[config.mk]
export PLATFORM = sky130hd
export DESIGN_NAME = dipc_front
export DESIGN_NICKNAME = d
export VERILOG_FILES = /design/src/dipc_pkg.sv /design/src/dipc_front.sv
export SDC_FILE = /design/constraint.sdc
export NUM_CORES = 1
export LEC_CHECK = 0
export ABC_AREA = 1
export BUFFER_PORTS_ARGS = -buffer_cell sky130_fd_sc_hd__buf_2
export CORE_MARGIN = 1
export CORE_UTILIZATION = 30
export CTS_CLUSTER_DIAMETER = 40
export CTS_CLUSTER_SIZE = 14
export DETAILED_ROUTE_END_ITERATION = 7
export PLACE_DENSITY = 0.75
export SKIP_CTS_REPAIR_TIMING = 1
export SLEW_MARGIN = 40
export SYNTH_ARGS = -nofsm -noshare
export SYNTH_HDL_FRONTEND = slang
export SYNTH_SLANG_ARGS = --single-unit
[constraint.sdc]
create_clock -name clock -period 3.6 [get_ports clock]
set_input_delay 0.72 -clock clock [delete_from_list [all_inputs] [get_ports clock]]
set_output_delay 0.72 -clock clock [all_outputs]
set_load 0.01 [all_outputs]
[src/dipc_pkg.sv]
// shared types and constants for the depth image to point cloud core
package dipc_pkg;

   localparam int MaxDim    = 4096;
   localparam int CntW      = $clog2(MaxDim);
   localparam int DimW      = 13;
   localparam int CodeW     = 8;
   localparam int QW        = 31;
   localparam int StepW     = 18;
   localparam int OutW      = 32;
   localparam int FifoDepth = 4;
   localparam int FifoAw    = $clog2(FifoDepth);
   localparam int DivSteps  = 31;
   localparam int DivCntW   = 5;

   localparam logic [CodeW-1:0] CODE_NEAR_CLIP = 8'h00;
   localparam logic [CodeW-1:0] CODE_FAR_CLIP  = 8'hFF;
   localparam logic [OutW-1:0]  SAT_POS        = 32'h7FFF_FFFF;
   localparam logic [OutW-1:0]  SAT_NEG        = 32'h8000_0000;
   localparam logic [OutW-1:0]  Q_ONE          = 32'h0001_0000;

   // configuration register indexes
   typedef enum logic [3:0] {
      REG_IMAGE_WIDTH  = 4'd0,
      REG_IMAGE_HEIGHT = 4'd1,
      REG_FAR_PLANE    = 4'd2,
      REG_DEPTH_STEP   = 4'd3,
      REG_TAN_HALF_H   = 4'd4,
      REG_TAN_HALF_V   = 4'd5,
      REG_COL_DELTA    = 4'd6,
      REG_ROW_DELTA    = 4'd7
   } reg_index_type;

   typedef struct packed {
      logic [DimW-1:0]  image_width;
      logic [DimW-1:0]  image_height;
      logic [QW-1:0]    far_plane;
      logic [QW-1:0]    depth_step;
      logic [QW-1:0]    tan_half_h;
      logic [QW-1:0]    tan_half_v;
      logic [StepW-1:0] col_delta;
      logic [StepW-1:0] row_delta;
   } cfg_type;

   // one unclipped pixel waiting for the back end
   typedef struct packed {
      logic [CodeW-1:0] code;
      logic [CntW-1:0]  col;
      logic [CntW-1:0]  row;
   } pixel_type;

   typedef enum logic [2:0] {
      B_IDLE,
      B_DEN,
      B_DIV,
      B_MP,
      B_ML,
      B_MH,
      B_OUT
   } back_state_type;

endpackage

[src/dipc_front.sv]
// front end: raster counters and clip classification
module dipc_front (
   input  logic                        clock,
   input  logic                        reset,
   input  dipc_pkg::cfg_type           cfg,
   input  logic                        req_tvalid,
   output logic                        req_tready,
   input  logic [dipc_pkg::CodeW-1:0]  req_code,
   input  logic                        fifo_full,
   output logic                        push,
   output dipc_pkg::pixel_type         push_data
);

   logic [dipc_pkg::CntW-1:0] col_ff, col_in;
   logic [dipc_pkg::CntW-1:0] row_ff, row_in;
   logic [dipc_pkg::CntW:0]   next_col;
   logic [dipc_pkg::CntW:0]   next_row;
   logic                      accept;
   logic                      clipped;

   // accept whenever the queue has room
   assign req_tready = !fifo_full;
   assign accept     = req_tvalid && req_tready;
   assign clipped    = (req_code == dipc_pkg::CODE_NEAR_CLIP) ||
                       (req_code == dipc_pkg::CODE_FAR_CLIP);
   assign push       = accept && !clipped;
   assign push_data  = '{code: req_code, col: col_ff, row: row_ff};

   // column advances on every accepted request; row advances when the column wraps
   always_comb begin
      next_col = {1'b0, col_ff} + 1'b1;
      next_row = {1'b0, row_ff} + 1'b1;
      col_in   = col_ff;
      row_in   = row_ff;
      if (accept) begin
         if (next_col >= cfg.image_width ||
             next_col == (dipc_pkg::CntW+1)'(dipc_pkg::MaxDim)) begin
            col_in = '0;
            if (next_row >= cfg.image_height ||
                next_row == (dipc_pkg::CntW+1)'(dipc_pkg::MaxDim)) begin
               row_in = '0;
            end else begin
               row_in = next_row[dipc_pkg::CntW-1:0];
            end
         end else begin
            col_in = next_col[dipc_pkg::CntW-1:0];
         end
      end
   end

   always_ff @(posedge clock) begin
      if (reset) begin
         col_ff <= '0;
         row_ff <= '0;
      end else begin
         col_ff <= col_in;
         row_ff <= row_in;
      end
   end

endmodule

### Yosys cells after proc, flatten, opt, wreduce, memory -nomap -nowiden

Cells that the tools add are included.

| operators by class | value |
|---|---|
| add/subtract/negate cells | 2 |
| multiply operators | 0 |
| div/mod/pow operators | 0 |
| $lt $le $gt $ge | 2 |
| equal/unequal tests | 3 |
| shift-type cells | 0 |
| multiplexer cells | 2 |
| bitwise gates (word level) | 0 |
| reductions and logical operators | 9 |

Operator list:

| cell | count |
|---|---|
| 12-bit by 1-bit adder with 13-bit output, second input constant | 2 |
| 13-bit == test, second input constant | 2 |
| 13-bit >= comparator | 2 |
| 12-bit 2-to-1 mux | 2 |
| 8-bit == test, second input constant | 1 |
| 8-bit zero test | 1 |
| 1-bit logical OR | 3 |
| 1-bit logical AND | 2 |
| 1-bit zero test | 2 |
| 2-bit AND reduction | 1 |

| storage, ports and cells | value |
|---|---|
| bits in registers | 24 |
| latch bits | 0 |
| RAM bits | 0 |
| ROM bits | 0 |
| input port bits | 198 |
| output and inout bits | 34 |
| word-level logic and storage cells | 20 |
| memories | 0 |

### Logic depth before layout (Yosys ltp)

| logic depth | value |
|---|---|
| word-level depth | 4 |
| depth in mapped cells | 19 |
| depth with buffers taken out | 18 |

### Worst setup path before layout

OpenSTA, ideal clock, no wires.

| timing path | value |
|---|---|
| path type | register to register |
| start point | register col_ff[0] (netlist name) |
| end point | register col_ff[8] (netlist name) |
| setup time | 66 ps |
| data arrival time | 2487 ps |
| required time | 3534 ps |
| setup slack | 1047 ps |
| cell stages (with the launch flop) | 19 |
| buffers on the path | 1 |
| clock period less this slack | 2553 ps |
| path through | dfxtp_1 -> ha_1 -> nand2_1 -> inv_1 -> nand2_1 -> nor2_1 -> nand4_1 -> xnor2_1 -> ha_1 -> nand2_1 -> nand2_1 -> nand2_1 -> nand2_1 -> a21oi_1 -> nand3_2 -> nor2_4 -> buf_12 -> nand2_2 -> a21oi_2 |

| on the way | value |
|---|---|
| longest elaborated chain between the ends | 4 |
| elaborated cells between the ends (all ways) | 5 |
| classes of those cells | add/sub (1); order compare (1); eq/ne (1); mux (1); reduce/logical (1) |

RTL lines:

| what | line | source |
|---|---|---|
| from (decl) | dipc_front.sv:14 | `logic [dipc_pkg::CntW-1:0] col_ff, col_in;` |
| from (signal assigned) | dipc_front.sv:56 | `col_ff <= col_in;` |
| 12-bit by 1-bit adder with 13-bit output (*) | dipc_front.sv:31 | `next_col = {1'b0, col_ff} + 1'b1;` |
| 13-bit >= comparator or 13-bit == test (tied branches) | dipc_front.sv:36, dipc_front.sv:37 |  |
| 1-bit logical OR | dipc_front.sv:36 | `if (next_col >= cfg.image_width \|\|` |
| 12-bit 2-to-1 mux (*) | dipc_front.sv:36 |  |

Mark *: on every way between the ends. The rest lies on a longest branch, timed or not.
A chain may end at the register's enable or synchronous reset.

### Final worst setup path

| timing path | value |
|---|---|
| start point | register col_ff[0] (netlist name) |
| end point | register col_ff[11] (netlist name) |

The elaborated chain is that of the path after synthesis.

==> flow_summary.json <==
{
  "status": "finished clean",
  "finalCriticalPeriod_ns": 3.00,
  "drt_iter0_markers": 78,
  "finalInstanceArea_mm2": 0.00293,
  "path_cells": "ha_1 > nand2_1 > inv_1 > nand2_1 > nor2_1 > nand4_1 > xnor2_1 > ha_1 > nand2_1 > nand2_1 > nand2_1 > nand2_1 > a21oi_1 > nand3_2 > nor2_4 > nand2_1 > a21oi_1",
  "synth_area_per_cell_um2": 6.44,
  "critPathLaunchType": "register",
  "vias": 2525,
  "die-area_mm2": 0.00876,
  "crit_type": "reg -> reg",
  "setup_slack_ns": 0.604,
  "grt_max_degree": 15,
  "fin_tns_setup_ns": 0,
  "required_ns": 3.80,
  "hpwlAfterDp_um": 4980,
  "core_area_mm2": 0.00818,
  "fin_crit_sh_pct": 83.2,
  "viasPerCell": 4.54,
  "ys.flop_type": "dfxtp_1",
  "routed_wl_um": 6060,
  "cp_common_cell": "nand2_1",
  "synth_warnings": 0,
  "ys_types": 29,
  "chipHeight_um": 93.6,
  "worst_hold_path_type": "reg -> reg",
  "die_w_um": 93.6,
  "clk_transition_reported_paths_ns": 0.09,
  "hold_viol_final": 0,
  "p_leak_nw": 1.70,
  "first_pass_iters": 4,
  "track_usage_pct": 14.3,
  "synth-seq-area-share_pct": 19.1,
  "wire_per_inst_um": 10.9,
  "clock_skew_ns": 0.00557,
  "place_area_mm2": 0.00286,
  "cellPowerDensity_mw_per_mm2": 201,
  "crit_path_max_fanout": 12,
  "place_ws_ns": 0.592,
  "slew_headroom_pct": 64.1,
  "crit_arrival_ns": 3.20,
  "start_util_pct": 30.8,
  "tightest_slew_ns": 0.538,
  "vdd_drop_max_v": 0.000126,
  "synth_edf_count": 0,
  "synth_area_mm2": 0.00252,
  "grt_pass1_wl_um": 10400,
  "drive_gt1_share_pct": 25.5,
  "rsz0062_at_grt": "no",
  "antenna_found_initial": 0,
  "synthTopCellsByArea": "dfxtp_1, nand2_1, ha_1",
  "setup_viol": 0,
  "yosysMostFrequentCell": "nand2_1",
  "fin_nets": 680,
  "ios": 232,
  "synth.top_cell.area_share_pct": 19.1,
  "synthCells": 391,
  "cts_buffer_depth": 2,
  "synth_commonest_cells": "nand2_1, inv_1, ha_1, nor2_1",
  "maxCapViolations": 0,
  "gp_congestion": 0.835,
  "first_global_vias": 2375,
  "drc": 0,
  "synth_area_leader_cell": "dfxtp_1",
  "async_reset_ff_share_pct": 0,
  "htreeDepth": 1,
  "portBuffers": 71,
  "slew_viol_final": 0,
  "area_delta_synth_final_pct": 16.5,
  "synth_nets": 619,
  "grt_overflow": 0,
  "ys_seq_elements": 24,
  "cts_root_buf": "clkbuf_8",
  "cts_buffers": 3,
  "cp_slowest_cell": "dfxtp_1",
  "diodes": 0,
  "worstSetupEndpointType": "register",
  "rows": 33,
  "slowest_delay_ns": 0.50,
  "antenna_left": 0,
  "fmax_mhz": 334,
  "clock_latency_ns": 0.27,
  "cts.sinks": 24,
  "fin_util_pct": 35.8,
  "holdWs_ns": 0.546,
  "tritoncts": "built"
}
## state kept, by name (all words and copies together), names as in the netlist
signal  count
col_ff     12
row_ff     12
## layout make-up
cell class	instances	area, µm²
clock buffer	3	41.3
clock inverter	1	30.0
fill	896	5250
inverter	75	282
multi-input combinational	276	1600
sequential	24	480
tap	105	131
timing repair buffer	72	363
## worst max-delay path, delay by kind of cell (launching register included)
kind                       cells  cell delay, ns
xor gates and xnor gates       1            0.27
DFF                            1            0.50
buffers and inverters          1            0.07
AOI/OAI and AO/OA              2            0.29
adders and majority gates      2            0.54
and+or+nand+nor               11            1.25
## cell usage in the layout, fill, tap and decap left out, types with 3 or more instances in the layout
cell / n
nor2_1: 30
nand3_1: 24
o21ai_0: 3
nand4_1: 7
ha_1: 30
buf_2: 71
nand2_1: 114
xor2_1: 5
nand2_2: 10
clkbuf_8: 3
xnor2_1: 5
inv_1: 73
dfxtp_1: 24
a21oi_2: 19
nor3_1: 3
a21oi_1: 12
## metal layers
layer | GRT usage (%) | wire length (µm)
met1 | 16.7 | 2580
met2 | 27.2 | 3130
met3 | 2.60 | 316
met4 | 2.44 | 39
met5 | 0 | 0
## path summary, 6_finish.rpt
kind,start,endpoint,slack [ns],depth (start not counted)
min,col_ff[11]$_SDFFE_PP0P_,col_ff[11]$_SDFFE_PP0P_,0.55,2
min reg2reg,col_ff[11]$_SDFFE_PP0P_,col_ff[11]$_SDFFE_PP0P_,0.55,2
max reg2reg,col_ff[0]$_SDFFE_PP0P_,col_ff[11]$_SDFFE_PP0P_,0.60,17
max,col_ff[0]$_SDFFE_PP0P_,col_ff[11]$_SDFFE_PP0P_,0.60,17
## metrics by stage
| stage | total power, mW | cells |
|---|---|---|
| detailed placement | 0.358 | 552 |
| finish | 0.590 | 556 |
| floorplan | 0.332 | 391 |
| global placement | 0.355 | 552 |
| CTS | 0.595 | 556 |
| global route | 0.614 | 556 |
## kinds of logic (layout without fill, tap and decap cells)
group | Yosys count | count (layout) | synth area share, %
AO/OA/AOI/OAI | 35 | 35 | 9.90
adder cells (fa/ha/maj) | 30 | 30 | 14.9
AND/OR/NAND/NOR | 201 | 201 | 35.4
buffers and inverters | 91 | 151 | 17.2
flip-flops | 24 | 24 | 19.1
XOR/XNOR | 10 | 10 | 3.48
## report_power, final
part	internal (mW)	switching, mW	leakage, nW
sequential	0.266	0.00262	0.193
clock	0.149	0.0906	0.0357
combinational	0.0355	0.0466	1.47
total	0.451	0.140	1.70
(Power assumes the default switching activity.)
