$ cat config.mk
export PLATFORM = sky130hd
export DESIGN_NAME = dipc_fifo
export DESIGN_NICKNAME = d
export VERILOG_FILES = /design/src/dipc_pkg.sv /design/src/dipc_fifo.sv
export SDC_FILE = /design/constraint.sdc
export NUM_CORES = 1
export LEC_CHECK = 0
export BUFFER_PORTS_ARGS = -buffer_cell sky130_fd_sc_hd__buf_2
export CAP_MARGIN = 25
export CORE_UTILIZATION = 35
export DETAILED_ROUTE_END_ITERATION = 7
export PLACE_DENSITY = 0.6
export SLEW_MARGIN = 20
export SYNTH_ARGS = -nofsm -noshare
export SYNTH_HDL_FRONTEND = slang
export SYNTH_SLANG_ARGS = --single-unit
$ cat constraint.sdc
create_clock -name clock -period 2.55 [get_ports clock]
set_input_delay 0.255 -clock clock [delete_from_list [all_inputs] [get_ports clock]]
set_output_delay 0.255 -clock clock [all_outputs]
set_load 0.05 [all_outputs]
$ cat src/dipc_pkg.sv
// shared types and constants for the depth image to point cloud core
package dipc_pkg;

   localparam int MaxDim    = 4096;
   localparam int CntW      = $clog2(MaxDim);
   localparam int DimW      = 13;
   localparam int CodeW     = 8;
   localparam int QW        = 31;
   localparam int StepW     = 18;
   localparam int OutW      = 32;
   localparam int FifoDepth = 4;
   localparam int FifoAw    = $clog2(FifoDepth);
   localparam int DivSteps  = 31;
   localparam int DivCntW   = 5;

   localparam logic [CodeW-1:0] CODE_NEAR_CLIP = 8'h00;
   localparam logic [CodeW-1:0] CODE_FAR_CLIP  = 8'hFF;
   localparam logic [OutW-1:0]  SAT_POS        = 32'h7FFF_FFFF;
   localparam logic [OutW-1:0]  SAT_NEG        = 32'h8000_0000;
   localparam logic [OutW-1:0]  Q_ONE          = 32'h0001_0000;

   // configuration register indexes
   typedef enum logic [3:0] {
      REG_IMAGE_WIDTH  = 4'd0,
      REG_IMAGE_HEIGHT = 4'd1,
      REG_FAR_PLANE    = 4'd2,
      REG_DEPTH_STEP   = 4'd3,
      REG_TAN_HALF_H   = 4'd4,
      REG_TAN_HALF_V   = 4'd5,
      REG_COL_DELTA    = 4'd6,
      REG_ROW_DELTA    = 4'd7
   } reg_index_type;

   typedef struct packed {
      logic [DimW-1:0]  image_width;
      logic [DimW-1:0]  image_height;
      logic [QW-1:0]    far_plane;
      logic [QW-1:0]    depth_step;
      logic [QW-1:0]    tan_half_h;
      logic [QW-1:0]    tan_half_v;
      logic [StepW-1:0] col_delta;
      logic [StepW-1:0] row_delta;
   } cfg_type;

   // one unclipped pixel waiting for the back end
   typedef struct packed {
      logic [CodeW-1:0] code;
      logic [CntW-1:0]  col;
      logic [CntW-1:0]  row;
   } pixel_type;

   typedef enum logic [2:0] {
      B_IDLE,
      B_DEN,
      B_DIV,
      B_MP,
      B_ML,
      B_MH,
      B_OUT
   } back_state_type;

endpackage

$ cat src/dipc_fifo.sv
// short queue of pixels between front and back end
module dipc_fifo (
   input  logic                clock,
   input  logic                reset,
   input  logic                push,
   input  dipc_pkg::pixel_type push_data,
   output logic                full,
   input  logic                pop,
   output logic                not_empty,
   output dipc_pkg::pixel_type pop_data
);

   dipc_pkg::pixel_type         mem_ff [dipc_pkg::FifoDepth];
   logic [dipc_pkg::FifoAw-1:0] wr_ptr_ff, wr_ptr_in;
   logic [dipc_pkg::FifoAw-1:0] rd_ptr_ff, rd_ptr_in;
   logic [dipc_pkg::FifoAw:0]   count_ff, count_in;

   assign full      = count_ff == (dipc_pkg::FifoAw+1)'(dipc_pkg::FifoDepth);
   assign not_empty = count_ff != '0;
   assign pop_data  = mem_ff[rd_ptr_ff];

   // pointer and fill bookkeeping
   always_comb begin
      wr_ptr_in = wr_ptr_ff;
      rd_ptr_in = rd_ptr_ff;
      count_in  = count_ff;
      if (push) begin
         wr_ptr_in = wr_ptr_ff + 1'b1;
      end
      if (pop) begin
         rd_ptr_in = rd_ptr_ff + 1'b1;
      end
      if (push && !pop) begin
         count_in = count_ff + 1'b1;
      end else if (pop && !push) begin
         count_in = count_ff - 1'b1;
      end
   end

   always_ff @(posedge clock) begin
      if (reset) begin
         wr_ptr_ff <= '0;
         rd_ptr_ff <= '0;
         count_ff  <= '0;
      end else begin
         wr_ptr_ff <= wr_ptr_in;
         rd_ptr_ff <= rd_ptr_in;
         count_ff  <= count_in;
      end
   end

   always_ff @(posedge clock) begin
      if (push) begin
         mem_ff[wr_ptr_ff] <= push_data;
      end
   end

endmodule

# ---- Yosys cells after proc, flatten, opt, wreduce, memory -nomap -nowiden
# Memory sizes are Yosys's and may differ from the RTL's. A register that Yosys moved wholly into a read port is not among the register bits.
# Cells that the tools add are included.
dict set report totals {
  ram_bits 128
  latchBits 0
  word_cells 21
  out_inout_bits 34
  mem_bits_ro 0
  regBits 7
  inputBits 36
  n_memories 1
}
dict set report classes {
  n_reduce_logical 6
  n_mul 0
  shifts 0
  div 0
  muxes 6
  n_eq_ne 1
  magnitude_cmp 0
  add_sub_neg 4
  n_bitwise 0
}
# name depth width read_ports rd_clocked_by_memory_dff write_ports line
set memory_table {}
lappend memory_table {mem_ff 4 32 1 1 1 dipc_fifo.sv:13} ;# dipc_pkg::pixel_type mem_ff [dipc_pkg::FifoDepth];
# cell n
set op_table {}
lappend op_table {{$mux 3} 2}
lappend op_table {{$add 2x1->2 const B} 2}
lappend op_table {{$mux 2} 2}
lappend op_table {{$add 3x1->3 const B} 1}
lappend op_table {{$eq 3x3->1 const B} 1}
lappend op_table {{$reduce_bool 3->1} 1}
lappend op_table {{$sub 3x1->3 const B} 1}
lappend op_table {{$logic_and 1x1->1} 2}
lappend op_table {{$logic_not 1->1} 2}
lappend op_table {{$mux 1} 2}
lappend op_table {{$reduce_bool 2->1} 1}

# ---- Longest topological paths before layout
# Gate-level depths: netlist (run 1).
dict set report logic_depth {
  ltp_word 4
  depth_mapped 7
}

# ---- Worst setup path after synthesis (run 1)
# Ideal clock, no wire load.
dict set report synth_path {
  path_type {register to output}
  startpoint {register count_ff[1] in the netlist's numbering}
  endpoint {output port full}
  arrival_ns 1.497
  slack_ns 0.798
  path_buffers 0
  path_stages_with_launch 2
  path_cell_list {dfxtp_1 -> nor3b_1}
}
dict set report synth_between {
  elab_chain_cells 1
}
# item line
set synth_lines {}
lappend synth_lines {{start, declared} dipc_fifo.sv:16} ;# logic [dipc_pkg::FifoAw:0] count_ff, count_in;
lappend synth_lines {{start signal, assigned} dipc_fifo.sv:48} ;# count_ff <= count_in;
lappend synth_lines {{$eq 3x3->1} dipc_fifo.sv:18} ;# assign full = count_ff == (dipc_pkg::FifoAw+1)'(dipc_pkg::FifoDepth);
lappend synth_lines {{end, declared} dipc_fifo.sv:7} ;# output logic full,
# No other way between the ends.

==> results of run 1 <==
==> worst max-delay path, cell delays in order (launching register included) <==
cell and delay (ns):
dfxtp_2 0.35, buf_4 0.28, mux4_1 0.61, buf_2 0.23
==> placed cells by master, fill, tap and decap left out, drive strengths merged <==
master    Yosys  final
or3           2      2
inv           4      4
and2          4      4
edfxtp      128    128
nand2         1      1
clkbuf        1     20
a21oi         1      1
clkinvlp      0      1
mux4         32     32
bufinv        0      3
mux2i         2      2
nor2          7      7
xnor2         2      2
nor3b         1      1
dfxtp         9      9
buf           7     78
o21ai         1      1
clkinv        0      8
ha            5      5
fa            1      1
xor2          3      3
==> flip-flops by register name (all words and copies together) (netlist names), named ones only <==
name / cells
rd_ptr_ff: 2
wr_ptr_ff: 2
mem_ff: 128
count_ff: 3
==> layer usage <==
layer,vias to the layer above,wire (um)
met5,-,0
met4,0,129
met3,10,466
met2,62,4520
met1,1193,3890
li1,1051,-
==> cell type report <==
cell class	instances	area, um2
timing repair buffer	78	463
fill	1216	7780
sequential	137	4030
multi-input combinational	62	965
clock inverter	12	131
clock buffer	20	437
inverter	4	15.0
tap	180	225
==> power by group <==
group	internal (mW)	switching (mW)	leakage [nW]
clock network	1.51	0.838	0.275
registers	2.58	0.0429	1.25
logic	0.243	0.518	0.642
total	4.34	1.40	2.17
==> through the flow <==
| stage | cell area, um2 | std cells | util, % |
|---|---|---|---|
| detailed placement | 5690 | 461 | 40.6 |
| global placement | 5690 | 461 | 40.6 |
| finish | 6260 | 493 | 44.6 |
| CTS | 6260 | 493 | 44.6 |
| floorplan | 5090 | 211 | - |
| global route | 6260 | 493 | 44.6 |
==> how the worst min path moves through the flow <==
stage | endpoint | cells past startpoint | start | slack, ns
5_1_grt | mem_ff[2][18] | 1 | push_data[18] | 0.04
2_1_floorplan | mem_ff[0][0] | 0 | push_data[0] | 0.35
4_1_cts | mem_ff[0][24] | 1 | push_data[24] | 0.03
3_5_place_dp | mem_ff[0][24] | 1 | push_data[24] | 0.47
6_report | mem_ff[1][31] | 1 | push_data[31] | 0.06
3_3_place_gp | mem_ff[1][31] | 1 | push_data[31] | 0.47
==> cell families after synthesis <==
logic type,synth area share [%]
AND/OR/NAND/NOR,1.48
flip-flops,79.1
XOR/XNOR,0.861
AO/OA/AOI/OAI,0.197
buffers and inverters,2.07
adder cells (fa/ha/maj),1.62
multiplexers,14.7
==> summary.md, run 1 <==
| Metric | Value |
|---|---|
| TritonCTS clock tree | `yes` |
| Cell taking the most area after synthesis | `edfxtp_1` |
| Share of cells above drive strength 1 | `44.1%` |
| Type of origin of the critical path | `flip-flop` |
| Row count | `43` |
| M1 GR Usage | `16.4%` |
| Drt drc | `0` |
| Setup slack after layout | `0.405 ns` |
| Post-CTS Hold Buffers | `0` |
| Gr busiest metal | `met2` |
| Final wirelength | `9000 um` |
| Pwr per Cell Area | `916 nW/um2` |
| Worst R2R Path Depth | `4` |
| Via density | `4.70` |
| Die Footprint | `15000 um2` |
| Final #Nets | `342` |
| Routed vias | `2316` |
| Type of the worst min-delay path | `primary input to flip-flop` |
| Crit path kind | `flip-flop to output port` |
| Post-synth top cells | `128 x edfxtp_1, 30 x mux4_2, 9 x dfxtp_1` |
| DRT iter0 DRCs | `131` |
| Largest net degree at the start of global routing | `22` |
| Clock slew at reported path FFs | `0.05 ns` |
| Skew-Pair Late Insertion Delay | `0.41 ns` |
| Max Clock Freq | `466 MHz` |
| Antenna cells | `0` |
| Slew Limit Fails | `0` |
| RSZ-0062 raised after global routing | `false` |
| Max capacitance violation total | `0` |
| R2R Path End | `mem_ff[0][29]` |
| Initial Util | `36.2%` |
| Relative slew slack | `58.0%` |
| FF-to-FF Start | `wr_ptr_ff[0]` |
| GR Overflow Total | `0` |
| IO buf count | `69` |
| Critical Path Sink | `pop_data[18]` |
| Main area contributors after synthesis | `edfxtp_1 76%, mux4_2 13%, dfxtp_1 3.5%` |
| DR pass1 iterations | `4` |
| Post-synth EDFFs | `128` |
| Ports | `70` |
| Net Count, Synth | `253` |
| Tot GR Track Use | `13.6%` |
| Pleak | `2.17 nW` |
| Count leader, synth | `edfxtp_1` |
| Synth Warn # | `0` |
| Met3 usage | `4.93%` |
| Status | `complete, no violations` |
| Post-Syn Area per Cell | `24.1 um2` |
| Clock root buffer | `clkbuf_16` |
| Post-CTS Setup Bufs | `0` |
| Crit path required time | `2.30 ns` |
| RePlAce Congestion | `0.641` |
| Async SR Flop Fraction | `0%` |
| Worst slew pin tran | `0.630 ns` |
| R2R Setup Slk | `0.85 ns` |
| Area growth syn-to-layout | `23.1%` |
| DIE WIDTH | `123 um` |
| Synth cell types | `21` |
| Min cycle time layout | `2.14 ns` |
| PostCTS Resize Cnt | `0` |
| Die height | `123 um` |
| Period utilisation layout | `84.1%` |
| CORE AREA | `14000 um2` |
| Post-Route Setup TNS | `0 ns` |
| H-tree depth | `4` |
| Seq/Total Area, Yosys | `79.1%` |
| Hold Fails Final Rpt | `0` |
| Setup Viol. Count Final | `0` |
| Top cell type's share of synthesized area | `75.5%` |
| Detailed placement HPWL | `5530 um` |
| Maximum vdd drop | `494 uV` |
| Routed len/inst | `18.3 um` |
| CTS Buf Count | `17` |
| Max FO, Critical Path | `13` |
| Hold_ws | `0.0563 ns` |
| Syn Inst Count | `211` |
| Clock tree buffer depth | `2` |
| Worst setup EP type | `output port` |
| Power, Total | `5.73 mW` |
| Post-synth top flop | `edfxtp_1` |
| Vias in the first global route | `2556` |
| Dpl ws | `0.779 ns` |
| Clock Sinks | `137` |
| First-pass GRT wire length | `14100 um` |
| Worst EP arrival | `1.89 ns` |
| Final ANT Viol Nets | `0` |
| Synthesized flop and latch total | `137` |
| Initial antenna violation count | `0` |
| Mapped Area | `5090 um2` |
| Clock Skew | `0.00699 ns` |
| GR Layer Usage met2 | `21.6%` |
(Power assumes the default switching activity.)
==> run 2, diff against run 1 <==
--- a/config.mk
+++ b/config.mk
@@ -5,6 +5,7 @@
 export SDC_FILE = /design/constraint.sdc
 export NUM_CORES = 1
 export LEC_CHECK = 0
+export ABC_AREA = 1
 export BUFFER_PORTS_ARGS = -buffer_cell sky130_fd_sc_hd__buf_2
 export CAP_MARGIN = 25
 export CORE_UTILIZATION = 35
==> constraint.sdc (replaced) <==
create_clock -name clock -period 2.2 [get_ports clock]
set_input_delay 0.22 -clock clock [delete_from_list [all_inputs] [get_ports clock]]
set_output_delay 0.22 -clock clock [all_outputs]
set_load 0.05 [all_outputs]
==> run 2 against run 1 <==
Net effect:
- global-route usage is 1.4 points higher
- sequential power is 15% higher
- critical endpoint is now pop_data[19]
- sequential share of layout area is 1.4 points lower
==> summary.md, run 2 <==
| Metric | Value |
|---|---|
| Status | `complete, no violations (unchanged)` |
| Commonest cells after routing, fill and taps aside | `128 x edfxtp_1, 71 x nor2_1, 69 x buf_2 (was 128 x edfxtp_1, 69 x buf_2, 30 x mux4_2)` |
| Post-synth top cells | `128 x edfxtp_1, 71 x nor2_1, 41 x o21ai_0 (was 128 x edfxtp_1, 30 x mux4_2, 9 x dfxtp_1)` |
| Final Cell Area | `6400 um2 (was 6260 um2)` |
| Met3 usage | `5.27% (was 4.93%)` |
| GR Layer Usage met2 | `24.5% (was 21.6%)` |
| Top cell type's share of synthesized area | `73.6% (was 75.5%)` |
| Commonest non-fill, non-tap cell in the layout | `edfxtp_1 (unchanged)` |
| Type of origin of the critical path | `flip-flop (unchanged)` |
| RePlAce Congestion | `0.744 (was 0.641)` |
| Worst EP arrival | `1.77 ns (was 1.89 ns)` |
| Ports | `70 (unchanged)` |
| Die Footprint | `15400 um2 (was 15000 um2)` |
| Synth Warn # | `0 (unchanged)` |
| Hold_ws | `0.0192 ns (was 0.0563 ns)` |
| Clock Sinks | `137 (unchanged)` |
| Largest Register | `mem_ff (unchanged)` |
| Post-Syn Area per Cell | `14.2 um2 (was 24.1 um2)` |
| Type of the worst min-delay path | `primary input to flip-flop (unchanged)` |
| Seq/Total Area, Yosys | `77.0% (was 79.1%)` |
| Clock slew at reported path FFs | `0.05 ns (about the same)` |
| Post-layout util | `44.0% (was 44.6%)` |
| Slew Limit Fails | `0 (unchanged)` |
| RSZ-0062 raised after global routing | `false (unchanged)` |
| H-tree depth | `4 (unchanged)` |
| CORE AREA | `14500 um2 (was 14000 um2)` |
| First-pass GRT wire length | `16200 um (was 14100 um)` |
| Largest regs | `mem_ff: 128 flops, count_ff: 3 flops (unchanged)` |
| DR pass1 iterations | `4 (unchanged)` |
| Routed len/inst | `16.4 um (was 18.3 um)` |
| Area growth syn-to-layout | `22.5% (was 23.1%)` |
| Final wirelength | `10600 um (was 9000 um)` |
| Setup Viol. Count Final | `0 (unchanged)` |
| DRT iter0 DRCs | `143 (was 131)` |
| Relative slew slack | `64.0% (was 58.0%)` |
| Net Count, Synth | `410 (was 253)` |
| TritonCTS clock tree | `yes (unchanged)` |
| Period utilisation layout | `90.6%` |
| Placed instance area | `5790 um2 (was 5690 um2)` |
| Post-Route Setup TNS | `0 ns (unchanged)` |
| Routed vias | `3147 (was 2316)` |
| Post-synth top flop | `edfxtp_1 (unchanged)` |
| Initial antenna violation count | `1 (was 0)` |
| Pleak | `2.31 nW (was 2.17 nW)` |
| Crit path required time | `1.98 ns (was 2.30 ns)` |
| Max Clock Freq | `502 MHz` |
| CTS Buf Count | `17 (unchanged)` |
| Detailed placement HPWL | `6710 um (was 5530 um)` |
| Max capacitance violation total | `0 (unchanged)` |
| Post-CTS Setup Bufs | `0 (unchanged)` |
| Synthesized flop and latch total | `137 (unchanged)` |
| Vias in the first global route | `3140 (was 2556)` |
| Row count | `44 (was 43)` |
| Syn Inst Count | `368 (was 211)` |
| Final #Nets | `494 (was 342)` |
| Synth cell types | `21 (unchanged)` |
| Clock Skew | `0.00263 ns (was 0.00699 ns)` |
| GR Overflow Total | `0 (unchanged)` |
| Antenna cells | `0 (unchanged)` |
| M1 GR Usage | `17.4% (was 16.4%)` |
| Via density | `4.86 (was 4.70)` |
| Main area contributors after synthesis | `edfxtp_1 74%, nor2_1 5.1%, o21ai_0 3.9% (was edfxtp_1 76%, mux4_2 13%, dfxtp_1 3.5%)` |
| Final ANT Viol Nets | `0 (unchanged)` |
| Async SR Flop Fraction | `0% (unchanged)` |
| Largest net degree at the start of global routing | `65 (was 22)` |
| Pwr per Cell Area | `1040 nW/um2 (was 916 nW/um2)` |
| DIE WIDTH | `124 um (was 123 um)` |
| Clock tree buffer depth | `2 (unchanged)` |
| Max FO, Critical Path | `22 (was 13)` |
| Maximum vdd drop | `538 uV (was 494 uV)` |
| Drt drc | `0 (unchanged)` |
| Initial Util | `36.0% (was 36.2%)` |
| Post-synth EDFFs | `128 (unchanged)` |
| Clock root buffer | `clkbuf_16 (unchanged)` |
| Min cycle time layout | `1.99 ns` |
| Crit path kind | `flip-flop to output port (unchanged)` |
| Tot GR Track Use | `14.9% (was 13.6%)` |
| Worst slew pin tran | `0.537 ns (was 0.630 ns)` |
| Hold Fails Final Rpt | `0 (unchanged)` |
| IO buf count | `69 (unchanged)` |
| Worst setup EP type | `output port (unchanged)` |
| Skew-Pair Late Insertion Delay | `0.41 ns (about the same)` |
| Mapped Area | `5230 um2 (was 5090 um2)` |
| Count leader, synth | `edfxtp_1 (unchanged)` |
| Cell taking the most area after synthesis | `edfxtp_1 (unchanged)` |
| Share of cells above drive strength 1 | `23.5% (was 44.1%)` |
| Placed insts | `615 (was 461)` |
| Max reg flops | `128 (unchanged)` |
| Die height | `124 um (was 123 um)` |
| Gr busiest metal | `met2 (unchanged)` |
| Finished Layout Cells | `647 (was 493)` |
==> run 2: changes by cell type after synthesis, moves of 3 or more <==
cell and change:
o21ai_0 +40, nand2_1 +9, buf_6 +8, and2_1 -4, buf_2 +3, o22ai_1 +32
o21ai_1 +28, buf_12 -3, buf_4 +3, nor2_1 +64, mux4_2 -30, inv_1 +11
==> run 2: timing repair <==
item                      CTS  global route
hold endpoints to repair    5             0
gates resized for setup     0             0
hold buffers                2             0
==> run 2: routing by layer <==
| layer | vias up | share of wire (%) |
|---|---|---|
| li1 | 1533 | - |
| met1 | 1525 | 43 |
| met2 | 67 | 50 |
| met3 | 20 | 4.9 |
| met4 | 2 | 1.8 |
| met5 | - | 0.12 |
==> run 2: final timing paths <==
check | endpoint | from | slack, ns | depth (start not counted)
worst max-delay path | pop_data[19] | flip-flop | 0.21 | 4
worst min-delay path | mem_ff[3][10] | push_data[10] | 0.02 | 1
worst max register to register | mem_ff[0][13] | wr_ptr_ff[0] | 0.49 | 5
worst min register to register | flip-flop | rd_ptr_ff[1] | 0.44 | 1
==> run 2: report_power, final <==
part	switching [mW]	total (mW)	leakage, nW	internal [mW]
clock network	0.983	2.84	0.279	1.86
registers	0.0371	3.01	1.25	2.97
logic	0.628	0.830	0.777	0.202
==> run 2: kinds of logic after synthesis <==
group / count (synthesis) / share of synthesized area [%]
XOR/XNOR: 1 / 0.168
flip-flops: 137 / 77.0
AND/OR/NAND/NOR: 84 / 6.13
AO/OA/AOI/OAI: 104 / 10.7
buffers and inverters: 36 / 4.38
adder cells (fa/ha/maj): 6 / 1.58
==> run 2: layout make-up <==
type	instances	area [um2]
clock buffer	19	433
timing repair buffer	84	513
tap	184	230
inverter	17	71.3
sequential	137	4030
clock inverter	11	155
fill	1355	8130
multi-input combinational	195	972
==> run 2: per-stage QoR <==
| stage | worst slack, ns | power, mW |
|---|---|---|
| 6_report | 0.207 | 6.69 |
| 5_1_grt | 0.0949 | 6.93 |
| 4_1_cts | 0.174 | 6.77 |
| 3_5_place_dp | 0.473 | 3.91 |
| 3_3_place_gp | 0.525 | 3.89 |
| 2_1_floorplan | 0.523 | 3.66 |
==> run 2: critical path: stages (launching register included) <==
cell	delay, ns
dfxtp_2	0.40
buf_4	0.27
o21ai_0	0.12
o22ai_1	0.25
buf_2	0.31
