[src/dipc_pkg.sv]
// shared types and constants for the depth image to point cloud core
package dipc_pkg;

   localparam int MaxDim    = 4096;
   localparam int CntW      = $clog2(MaxDim);
   localparam int DimW      = 13;
   localparam int CodeW     = 8;
   localparam int QW        = 31;
   localparam int StepW     = 18;
   localparam int OutW      = 32;
   localparam int FifoDepth = 4;
   localparam int FifoAw    = $clog2(FifoDepth);
   localparam int DivSteps  = 31;
   localparam int DivCntW   = 5;

   localparam logic [CodeW-1:0] CODE_NEAR_CLIP = 8'h00;
   localparam logic [CodeW-1:0] CODE_FAR_CLIP  = 8'hFF;
   localparam logic [OutW-1:0]  SAT_POS        = 32'h7FFF_FFFF;
   localparam logic [OutW-1:0]  SAT_NEG        = 32'h8000_0000;
   localparam logic [OutW-1:0]  Q_ONE          = 32'h0001_0000;

   // configuration register indexes
   typedef enum logic [3:0] {
      REG_IMAGE_WIDTH  = 4'd0,
      REG_IMAGE_HEIGHT = 4'd1,
      REG_FAR_PLANE    = 4'd2,
      REG_DEPTH_STEP   = 4'd3,
      REG_TAN_HALF_H   = 4'd4,
      REG_TAN_HALF_V   = 4'd5,
      REG_COL_DELTA    = 4'd6,
      REG_ROW_DELTA    = 4'd7
   } reg_index_type;

   typedef struct packed {
      logic [DimW-1:0]  image_width;
      logic [DimW-1:0]  image_height;
      logic [QW-1:0]    far_plane;
      logic [QW-1:0]    depth_step;
      logic [QW-1:0]    tan_half_h;
      logic [QW-1:0]    tan_half_v;
      logic [StepW-1:0] col_delta;
      logic [StepW-1:0] row_delta;
   } cfg_type;

   // one unclipped pixel waiting for the back end
   typedef struct packed {
      logic [CodeW-1:0] code;
      logic [CntW-1:0]  col;
      logic [CntW-1:0]  row;
   } pixel_type;

   typedef enum logic [2:0] {
      B_IDLE,
      B_DEN,
      B_DIV,
      B_MP,
      B_ML,
      B_MH,
      B_OUT
   } back_state_type;

endpackage

[src/dipc_back.sv]
// back end: depth division, projection products and result register
module dipc_back (
   input  logic                        clock,
   input  logic                        reset,
   input  dipc_pkg::cfg_type           cfg,
   input  logic                        fifo_not_empty,
   input  dipc_pkg::pixel_type         fifo_data,
   output logic                        pop,
   output logic                        rsp_tvalid,
   input  logic                        rsp_tready,
   output logic [dipc_pkg::OutW-1:0]   x_pos,
   output logic [dipc_pkg::OutW-1:0]   y_pos,
   output logic [dipc_pkg::OutW-1:0]   z_pos
);

   dipc_pkg::back_state_type    state_ff, state_in;
   dipc_pkg::pixel_type         pix_ff, pix_in;
   logic [dipc_pkg::QW-1:0]     den_ff, den_in;
   logic [dipc_pkg::OutW-1:0]   rem_ff, rem_in;
   logic [dipc_pkg::QW-1:0]     num_ff, num_in;
   logic [dipc_pkg::QW-1:0]     depth_ff, depth_in;
   logic [dipc_pkg::DivCntW-1:0] cnt_ff, cnt_in;
   logic [dipc_pkg::OutW-1:0]   u_ff, u_in, v_ff, v_in;
   logic [61:0]                 p_ff, p_in;
   logic                        neg_ff, neg_in;
   logic                        sel_ff, sel_in;
   logic [dipc_pkg::QW-1:0]     lo_ff, lo_in;
   logic [dipc_pkg::OutW-1:0]   y_ff, y_in, z_ff, z_in;
   logic                        out_valid_ff, out_valid_in;
   logic [dipc_pkg::OutW-1:0]   x_out_ff, y_out_ff, z_out_ff;
   logic                        load_out;

   logic [38:0]                 sd;
   logic [40:0]                 den_full;
   logic                        den_sat;
   logic [29:0]                 cu, rv;
   logic [dipc_pkg::OutW-1:0]   rs;
   logic                        fits;
   logic [dipc_pkg::OutW-1:0]   axis;
   logic [dipc_pkg::QW-1:0]     mag;
   logic [dipc_pkg::QW-1:0]     tan_sel;
   logic [dipc_pkg::OutW-1:0]   mul_a;
   logic [dipc_pkg::QW-1:0]     mul_b;
   logic [62:0]                 prod;
   logic [61:0]                 q;
   logic [dipc_pkg::OutW-1:0]   qsat;

   // denominator, overflow check and screen coordinates
   assign sd       = cfg.depth_step * pix_ff.code;
   assign den_full = {10'b0, cfg.far_plane} - {2'b0, sd};
   assign den_sat  = den_full[40] || (den_full == '0) ||
                     ({15'b0, cfg.far_plane[30:15]} >= den_full[30:0]);
   assign cu       = pix_ff.col * cfg.col_delta;
   assign rv       = pix_ff.row * cfg.row_delta;

   // one restoring division step
   assign rs   = {rem_ff[30:0], num_ff[30]};
   assign fits = rs >= {1'b0, den_ff};

   // shared multiplier, operands chosen by state
   assign axis    = sel_ff ? v_ff : u_ff;
   assign mag     = axis[31] ? dipc_pkg::QW'(-axis) : axis[30:0];
   assign tan_sel = sel_ff ? cfg.tan_half_v : cfg.tan_half_h;
   always_comb begin
      mul_a = {2'b0, p_ff[61:32]};
      mul_b = tan_sel;
      case (state_ff)
         dipc_pkg::B_MP: begin
            mul_a = {1'b0, depth_ff};
            mul_b = mag;
         end
         dipc_pkg::B_ML: begin
            mul_a = p_ff[31:0];
         end
         default: begin
         end
      endcase
   end
   assign prod = mul_a * mul_b;
   assign q    = prod[61:0] + {31'b0, lo_ff};

   // saturate the scaled triple product
   always_comb begin
      if (!neg_ff) begin
         qsat = (q > {30'b0, dipc_pkg::SAT_POS}) ? dipc_pkg::SAT_POS : q[31:0];
      end else begin
         qsat = (q >= {30'b0, dipc_pkg::SAT_NEG}) ? dipc_pkg::SAT_NEG : -q[31:0];
      end
   end

   assign load_out = (state_ff == dipc_pkg::B_OUT) && (!out_valid_ff || rsp_tready);

   // next state
   always_comb begin
      state_in = state_ff;
      unique case (state_ff)
         dipc_pkg::B_IDLE: if (fifo_not_empty) state_in = dipc_pkg::B_DEN;
         dipc_pkg::B_DEN:  state_in = den_sat ? dipc_pkg::B_MP : dipc_pkg::B_DIV;
         dipc_pkg::B_DIV:  if (cnt_ff == '0) state_in = dipc_pkg::B_MP;
         dipc_pkg::B_MP:   state_in = dipc_pkg::B_ML;
         dipc_pkg::B_ML:   state_in = dipc_pkg::B_MH;
         dipc_pkg::B_MH:   state_in = sel_ff ? dipc_pkg::B_OUT : dipc_pkg::B_MP;
         dipc_pkg::B_OUT:  if (load_out) state_in = dipc_pkg::B_IDLE;
         default:          state_in = dipc_pkg::B_IDLE;
      endcase
   end

   // datapath updates per state
   always_comb begin
      pop      = 1'b0;
      pix_in   = pix_ff;
      den_in   = den_ff;
      rem_in   = rem_ff;
      num_in   = num_ff;
      depth_in = depth_ff;
      cnt_in   = cnt_ff;
      u_in     = u_ff;
      v_in     = v_ff;
      p_in     = p_ff;
      neg_in   = neg_ff;
      sel_in   = sel_ff;
      lo_in    = lo_ff;
      y_in     = y_ff;
      z_in     = z_ff;
      unique case (state_ff)
         dipc_pkg::B_IDLE: begin
            pop    = fifo_not_empty;
            pix_in = fifo_data;
         end
         dipc_pkg::B_DEN: begin
            den_in = den_full[30:0];
            u_in   = {2'b0, cu} - dipc_pkg::Q_ONE;
            v_in   = dipc_pkg::Q_ONE - {2'b0, rv};
            sel_in = 1'b0;
            rem_in = {16'b0, cfg.far_plane[30:15]};
            num_in = {cfg.far_plane[14:0], 16'b0};
            cnt_in = dipc_pkg::DivCntW'(dipc_pkg::DivSteps - 1);
            depth_in = den_sat ? dipc_pkg::SAT_POS[30:0] : '0;
         end
         dipc_pkg::B_DIV: begin
            rem_in   = fits ? rs - {1'b0, den_ff} : rs;
            num_in   = {num_ff[29:0], 1'b0};
            depth_in = {depth_ff[29:0], fits};
            cnt_in   = cnt_ff - 1'b1;
         end
         dipc_pkg::B_MP: begin
            p_in   = prod[61:0];
            neg_in = axis[31];
         end
         dipc_pkg::B_ML: begin
            lo_in = prod[62:32];
         end
         dipc_pkg::B_MH: begin
            if (sel_ff) begin
               z_in = qsat;
            end else begin
               y_in = qsat;
            end
            sel_in = !sel_ff;
         end
         dipc_pkg::B_OUT: begin
         end
         default: begin
         end
      endcase
   end

   // result register handshake
   always_comb begin
      out_valid_in = out_valid_ff;
      if (load_out) begin
         out_valid_in = 1'b1;
      end else if (rsp_tready) begin
         out_valid_in = 1'b0;
      end
   end

   always_ff @(posedge clock) begin
      if (reset) begin
         state_ff     <= dipc_pkg::B_IDLE;
         out_valid_ff <= 1'b0;
      end else begin
         state_ff     <= state_in;
         out_valid_ff <= out_valid_in;
      end
   end

   always_ff @(posedge clock) begin
      pix_ff   <= pix_in;
      den_ff   <= den_in;
      rem_ff   <= rem_in;
      num_ff   <= num_in;
      depth_ff <= depth_in;
      cnt_ff   <= cnt_in;
      u_ff     <= u_in;
      v_ff     <= v_in;
      p_ff     <= p_in;
      neg_ff   <= neg_in;
      sel_ff   <= sel_in;
      lo_ff    <= lo_in;
      y_ff     <= y_in;
      z_ff     <= z_in;
      if (load_out) begin
         x_out_ff <= {1'b0, depth_ff};
         y_out_ff <= y_ff;
         z_out_ff <= z_ff;
      end
   end

   assign rsp_tvalid = out_valid_ff;
   assign x_pos      = x_out_ff;
   assign y_pos      = y_out_ff;
   assign z_pos      = z_out_ff;

`ifndef NO_ASSERTIONS
   // a new pixel is only taken from idle
   a_den_from_idle: assert property (@(posedge clock) disable iff (reset)
      state_ff == dipc_pkg::B_DEN |-> $past(state_ff) == dipc_pkg::B_IDLE)
      else $error("denominator stage entered from wrong state");

   // division ends after the last step
   a_div_done: assert property (@(posedge clock) disable iff (reset)
      (state_ff == dipc_pkg::B_DIV && cnt_ff == '0) |=> state_ff == dipc_pkg::B_MP)
      else $error("division did not finish");

   // forward distance is never negative
   a_x_positive: assert property (@(posedge clock) disable iff (reset)
      rsp_tvalid |-> !x_pos[31])
      else $error("negative forward distance");

   // pop happens only with data in the queue
   a_pop_nonempty: assert property (@(posedge clock) disable iff (reset)
      pop |-> fifo_not_empty)
      else $error("pop from empty queue");
`endif

endmodule
[config.mk]
export PLATFORM = sky130hd
export DESIGN_NAME = dipc_back
export DESIGN_NICKNAME = d
export VERILOG_FILES = /design/src/dipc_pkg.sv /design/src/dipc_back.sv
export SDC_FILE = /design/constraint.sdc
export NUM_CORES = 2
export LEC_CHECK = 0
export ABC_AREA = 1
export BUFFER_PORTS_ARGS = -buffer_cell sky130_fd_sc_hd__buf_4
export CELL_PAD_IN_SITES_DETAIL_PLACEMENT = 1
export CELL_PAD_IN_SITES_GLOBAL_PLACEMENT = 1
export CORE_UTILIZATION = 50
export DETAILED_ROUTE_END_ITERATION = 6
export PLACE_DENSITY = 0.8
export SETUP_SLACK_MARGIN = 0.5
export SLEW_MARGIN = 5
export SYNTH_ARGS = -nofsm -noshare
export SYNTH_HDL_FRONTEND = slang
export SYNTH_SLANG_ARGS = --single-unit
[constraint.sdc]
create_clock -name clock -period 14.2 [get_ports clock]
set_clock_uncertainty 0.1 [all_clocks]
set_input_delay 0.71 -clock clock [delete_from_list [all_inputs] [get_ports clock]]
set_output_delay 0.71 -clock clock [all_outputs]
set_load 0.005 [all_outputs]
# --- Word-level counts from Yosys, hierarchy flattened ---
# Cells that the tools add are included.
classes:
  n_addsub: 8
  n_mul: 4
  n_lt_le_gt_ge: 4
  n_eq_ne: 9
  muxes: 24
  n_bitwise: 1
  reduce_logical: 15
ops:
  columns: ["operator", "n"]
  rows:
  - ["$pmux 31 s2", 3]
  - ["$mux 31", 5]
  - ["$mux 32", 4]
  - ["$pmux 32 s2", 1]
  - ["$mul 32x31->63", 1]
  - ["$add 62x31->62", 1]
  - ["$ge 62x32->1 const B", 1]
  - ["$gt 62x31->1 const B", 1]
  - ["$mul 12x18->30", 2]
  - ["$logic_not 41->1", 1]
  - ["$sub 31x39->40", 1]
  - ["$mul 31x8->39", 1]
  - ["$ge 32x31->1", 1]
  - ["$neg 32->32", 1]
  - ["$ge 16x31->1", 1]
  - ["$neg 31->31", 1]
  - ["$sub 17x30->31 const A", 1]
  - ["$sub 30x17->31 const B", 1]
  - ["$sub 31x31->31", 1]
  - ["$pmux 3 s7", 1]
  - ["$mux 3", 4]
  - ["$pmux 5 s2", 1]
  - ["$eq 3x3->1 const B", 3]
  - ["$eq 3x2->1 const B", 2]
  - ["14 further kinds", 25]
totals:
  reg_bits: 483
  input_bits: 222
  out_inout_bits: 98
  wordCells: 86

# --- Longest topological paths before layout ---
logic_depth:
  word_depth: 9
  ltp_mapped: 69
  depth_no_buf: 65

# --- Least setup slack after synthesis ---
# No wires, ideal clock.
synth_path:
  path_kind: "register to register"
  from: "register state_ff[2]"
  to: "register y_ff[21] in the netlist's numbering (data pin)"
  setup_ns: 0.261
  t_arrival_ns: 10.917
  t_required_ns: 13.839
  setup_slack_ns: 2.922
  path_stages_with_launch: 48
  n_path_buf: 4
  synth_period_minus_slack_ns: 11.278
  path_cell_list: "dfxtp_1 > inv_1 > nand2_1 > nor2_1 > clkbuf_1 > nand2_1 > nand2_1 > clkbuf_1 > nor2_1 > fa_1 > fa_1 > fa_1 > inv_1 > fa_1 > inv_1 > fa_1 > inv_1 > fa_1 > [12 not listed] > a21o_1 > nand3_1 > nand2_1 > a21oi_1 > o21ai_0 > a21oi_1 > nor2_1 > nor2_1 > nor2_2 > xor2_1 > nor2_1 > nand3_1 > nor2_2 > nand2_2 > nand2_2 > buf_6 > buf_8 > nand3_2"
synth_between:
  elab_chain_cells: 7
  elab_cells_between_ends: 12
  cone_classes: "add/sub: 2; mul: 1; order compare: 2; eq/ne: 2; mux: 5"
synth_lines:
  columns: ["item", "line_no", "rtl"]
  rows:
  - ["start: declaration", "dipc_back.sv:16", "dipc_pkg::back_state_type state_ff, state_in;"]
  - ["start signal: assignment", "dipc_back.sv:180", "state_ff <= dipc_pkg::B_IDLE;"]
  - ["start signal: assignment", "dipc_back.sv:183", "state_ff <= state_in;"]
  - ["$eq 3x3->1 or $eq 3x2->1 (tied branches)", "dipc_back.sv:67", "case (state_ff)"]
  - ["$pmux 32 s2 or $mux 31 (tied branches)", "dipc_back.sv:67", null]
  - ["$mul 32x31->63 (*)", "dipc_back.sv:79", "assign prod = mul_a * mul_b;"]
  - ["named net prod[22]", "dipc_back.sv:44", "logic [62:0] prod;"]
  - ["$add 62x31->62 (*)", "dipc_back.sv:80", "assign q = prod[61:0] + {31'b0, lo_ff};"]
  - ["$gt 62x31->1 or $ge 62x32->1 (tied branches)", "dipc_back.sv:85, dipc_back.sv:87", null]
  - ["$mux 32, on equally long branches", "dipc_back.sv:85, dipc_back.sv:87", null]
  - ["$mux 32 (*)", "dipc_back.sv:84", "if (!neg_ff) begin"]
  - ["named net qsat (one bit)", "dipc_back.sv:46", "logic [dipc_pkg::OutW-1:0] qsat;"]
  - ["end signal: assignment", "dipc_back.sv:201", "y_ff <= y_in;"]
  - ["end: declaration", "dipc_back.sv:28", "logic [dipc_pkg::OutW-1:0] y_ff, y_in, z_ff, z_in;"]
# The timed path passes the listed nets; every way through them passes the cells marked *.
# A chain may end at the register's enable or synchronous reset.

# --- Worst setup path after layout ---
layout_path:
  from: "register sel_ff"
  to: "register z_ff[10] in the netlist's numbering (data pin)"
layout_between:
  elab_chain_cells: 9
  elab_cells_between_ends: 13
  cone_classes: "add/sub: 3; mul: 1; order compare: 2; mux: 7"
layout_lines:
  columns: ["item", "line_no", "rtl"]
  rows:
  - ["start: declaration", "dipc_back.sv:26", "logic sel_ff, sel_in;"]
  - ["start signal: assignment", "dipc_back.sv:199", "sel_ff <= sel_in;"]
  - ["$mux 32", "dipc_back.sv:61", "assign axis = sel_ff ? v_ff : u_ff;"]
  - ["$neg 31->31", "dipc_back.sv:62", "assign mag = axis[31] ? dipc_pkg::QW'(-axis) : axis[30:0];"]
  - ["$mux 31", "dipc_back.sv:62", null]
  - ["$mux 31 (*)", "dipc_back.sv:67", null]
  - ["$mul 32x31->63 (*)", "dipc_back.sv:79", null]
  - ["named net prod[27]", "dipc_back.sv:44", null]
  - ["$add 62x31->62 (*)", "dipc_back.sv:80", null]
  - ["$gt 62x31->1 or $ge 62x32->1 (tied branches)", "dipc_back.sv:85, dipc_back.sv:87", null]
  - ["$mux 32, on equally long branches", "dipc_back.sv:85, dipc_back.sv:87", null]
  - ["$mux 32 (*)", "dipc_back.sv:84", null]
  - ["named net qsat (one bit)", "dipc_back.sv:46", null]
  - ["end signal: assignment", "dipc_back.sv:202", "z_ff <= z_in;"]
  - ["end: declaration", "dipc_back.sv:28", null]
# Marks and branches as above.

==> flow_summary.json <==
{
  "h-tree-depth": 2,
  "tns_ps": 0,
  "grt_max_degree": 83,
  "start_kind": "flop",
  "cts_tree": "done",
  "routed_wl_mm": 274.5,
  "ys_seq_area_share_pct": 17.21,
  "portBuffers": 292,
  "dieArea_um2": 163400,
  "clockBufferDepth": 3,
  "async_reset_ff_share_pct": 0,
  "max_slew.worst_pin.slew_ps": 1303,
  "synthFlopType": "edfxtp_1",
  "yosysTopAreaCellShare_pct": 34.55,
  "fin_crit_ps": 13050,
  "antenna_left": 0,
  "fmax_mhz": 76.63,
  "num_rows": 147,
  "max_cap_viol_count": 0,
  "clkSlewWorstSetupHoldPaths_ps": 70,
  "period_share_pct": 91.90,
  "rsz0062_at_grt": "no",
  "cts_buffers": 57,
  "cp-end-kind": "flop",
  "worstPathMaxFanout": 29,
  "setup_ws_ps": 1150,
  "synth_edf_count": 461,
  "yosys-top-cells-count": "2490 x inv_1, 2448 x nand2_1, 1396 x fa_1, 882 x nor2_1, 584 x ha_1",
  "gr-total-overflow": 0,
  "yosysMostFrequentCell": "inv_1",
  "finalHoldViolCount": 0,
  "ys_top_cells_by_area": "fa_1 35%, edfxtp_1 17%, inv_1 12%, nand2_1 11%, ha_1 9.0%",
  "yosys_warnings": 0,
  "hold_depth": 1,
  "syn-instance-count": 9978,
  "place_ws_ps": 776.4,
  "setup_violations": 0,
  "grt_pass1_vias": 75047,
  "antenna_found_initial": 10,
  "grt_pass1_wl_mm": 425.5,
  "drt_first_pass_iters": 5,
  "die_width_um": 404.2,
  "relSlewSlack_pct": 13.14,
  "cts_sinks": 465,
  "wl_per_cell_um": 22.27,
  "finalMaxSlewViolations": 0,
  "drive_above_1_share_pct": 6.869,
  "synth_area_per_cell_um2": 8.107,
  "grt_use_total_pct": 34.06,
  "arrival_ps": 13360,
  "hold_path_class": "in -> reg",
  "num_vias": 66490,
  "synth.largest_area_cell": "fa_1",
  "place.gp.congestion": 0.9637,
  "yosys_register_bits": 465,
  "drt_iter0_drc": 4109,
  "final_nets": 12315,
  "hold_slack_ps": 106.2,
  "outcome": "finished clean",
  "clk_latency_ps": 700,
  "initial_core_util_pct": 50.38,
  "crit_slowest_cell": "fa_1",
  "path_common_cell": "nand2_1",
  "syn_to_final_growth_pct": 8.494,
  "syn_area_um2": 80890,
  "vias_per_cell": 5.393,
  "die_y_um": 404.2,
  "yosys.cell_types.count": 65,
  "drc": 0,
  "dpl.hpwl_mm": 226.6,
  "syn_nets": 12180,
  "hold_buffers": 0,
  "required_ps": 14500,
  "critPathKind": "reg -> reg",
  "ios": 320,
  "reg2regPathDepth": 51,
  "slowest_delay_ps": 570,
  "cts_root_buffer": "clkbuf_16",
  "core-area_um2": 160600
}
-- logic make-up after synthesis --
group	Yosys count	synth area share, %
buffers and inverters	2870	13.47
other	1	0.004636
multiplexers	17	0.2104
adder cells (fa/ha/maj)	1980	43.58
flip-flops	465	17.21
AO/OA/AOI/OAI	626	4.228
XOR/XNOR	225	2.436
AND/OR/NAND/NOR	3794	18.86
-- through the flow --
step	util, %	std cells	instance area [um^2]
floorplan	-	9978	80890
global placement	53.25	12206	85510
detailed placement	53.25	12206	85510
CTS	54.58	12314	87640
global route	54.65	12325	87750
finish	54.65	12329	87760
-- flip-flops by register name, indices dropped and copies added, names as in the netlist --
name        count
lo_ff          31
v_ff           31
rsp_tvalid      1
u_ff           31
z_pos          32
p_ff           62
depth_ff       31
neg_ff          1
y_ff           32
x_pos          31
num_ff         15
cnt_ff          5
rem_ff         31
sel_ff          1
state_ff        3
pix_ff         32
z_ff           32
den_ff         31
y_pos          32
-- final timing paths --
| path | end | from | slack, ps |
|---|---|---|---|
| max | z_ff[10] | sel_ff | 1150 |
| min | pix_ff[19] | fifo_data[19] | 110 |
| max reg2reg | z_ff[10] | sel_ff | 1150 |
| min reg2reg | y_pos[31] | y_ff[31] | 300 |
-- critical path, delay by kind of cell (launching register included) --
kind | cells | cell delay [ps]
and+or+nand+nor | 25 | 3090
buffers and inverters | 9 | 2670
adders and majority gates | 10 | 4960
DFF | 1 | 460
AOI/OAI and AO/OA | 5 | 820
xor gates and xnor gates | 2 | 570
-- layer usage --
metal	routed length, um	track usage, %
met5	27	0
met4	13550	15.69
met3	16200	4.774
met2	134900	58.32
met1	109800	42.56
-- cell type report --
| type | instances | area (um^2) |
|---|---|---|
| Tap cell | 2160 | 2703 |
| Antenna cell | 7 | 17.52 |
| Clock inverter | 50 | 700.7 |
| Multi-Input combinational cell | 6643 | 56260 |
| Clock buffer | 58 | 1430 |
| Fill cell | 19586 | 72810 |
| Inverter | 2519 | 9470 |
| Sequential cell | 465 | 13920 |
| Timing Repair Buffer | 427 | 3256 |
-- repair_timing --
action	in CTS	in global routing
gates resized for setup	0	14
setup endpoints to repair	0	64
buffers inserted	0	8
-- layout by cell type, fill, tap and decap left out, types with 17 or more instances in the layout --
| master | synthesis | routed |
|---|---|---|
| inv_1 | 2490 | 2486 |
| nand2_1 | 2448 | 2443 |
| fa_1 | 1396 | 1396 |
| nor2_1 | 882 | 872 |
| ha_1 | 584 | 584 |
| edfxtp_1 | 461 | 461 |
| buf_4 | 5 | 423 |
| a21oi_1 | 277 | 256 |
| o21ai_0 | 234 | 233 |
| nand3_1 | 216 | 215 |
| xor2_1 | 172 | 172 |
| nand4_1 | 64 | 64 |
| clkbuf_16 | 0 | 57 |
| xnor2_1 | 53 | 53 |
| nor3_1 | 39 | 39 |
| nand2_2 | 29 | 34 |
| nor2_2 | 27 | 29 |
| o21bai_1 | 27 | 27 |
| a21oi_2 | 0 | 20 |
| inv_2 | 17 | 19 |
| clkinv_1 | 12 | 18 |
| a31oi_1 | 18 | 18 |
| nand3_2 | 17 | 18 |
| mux2i_1 | 17 | 17 |
Power is left out: the tool's default activity adds up to more than one toggle a clock period on the data nets, which glitch-free logic cannot reach.
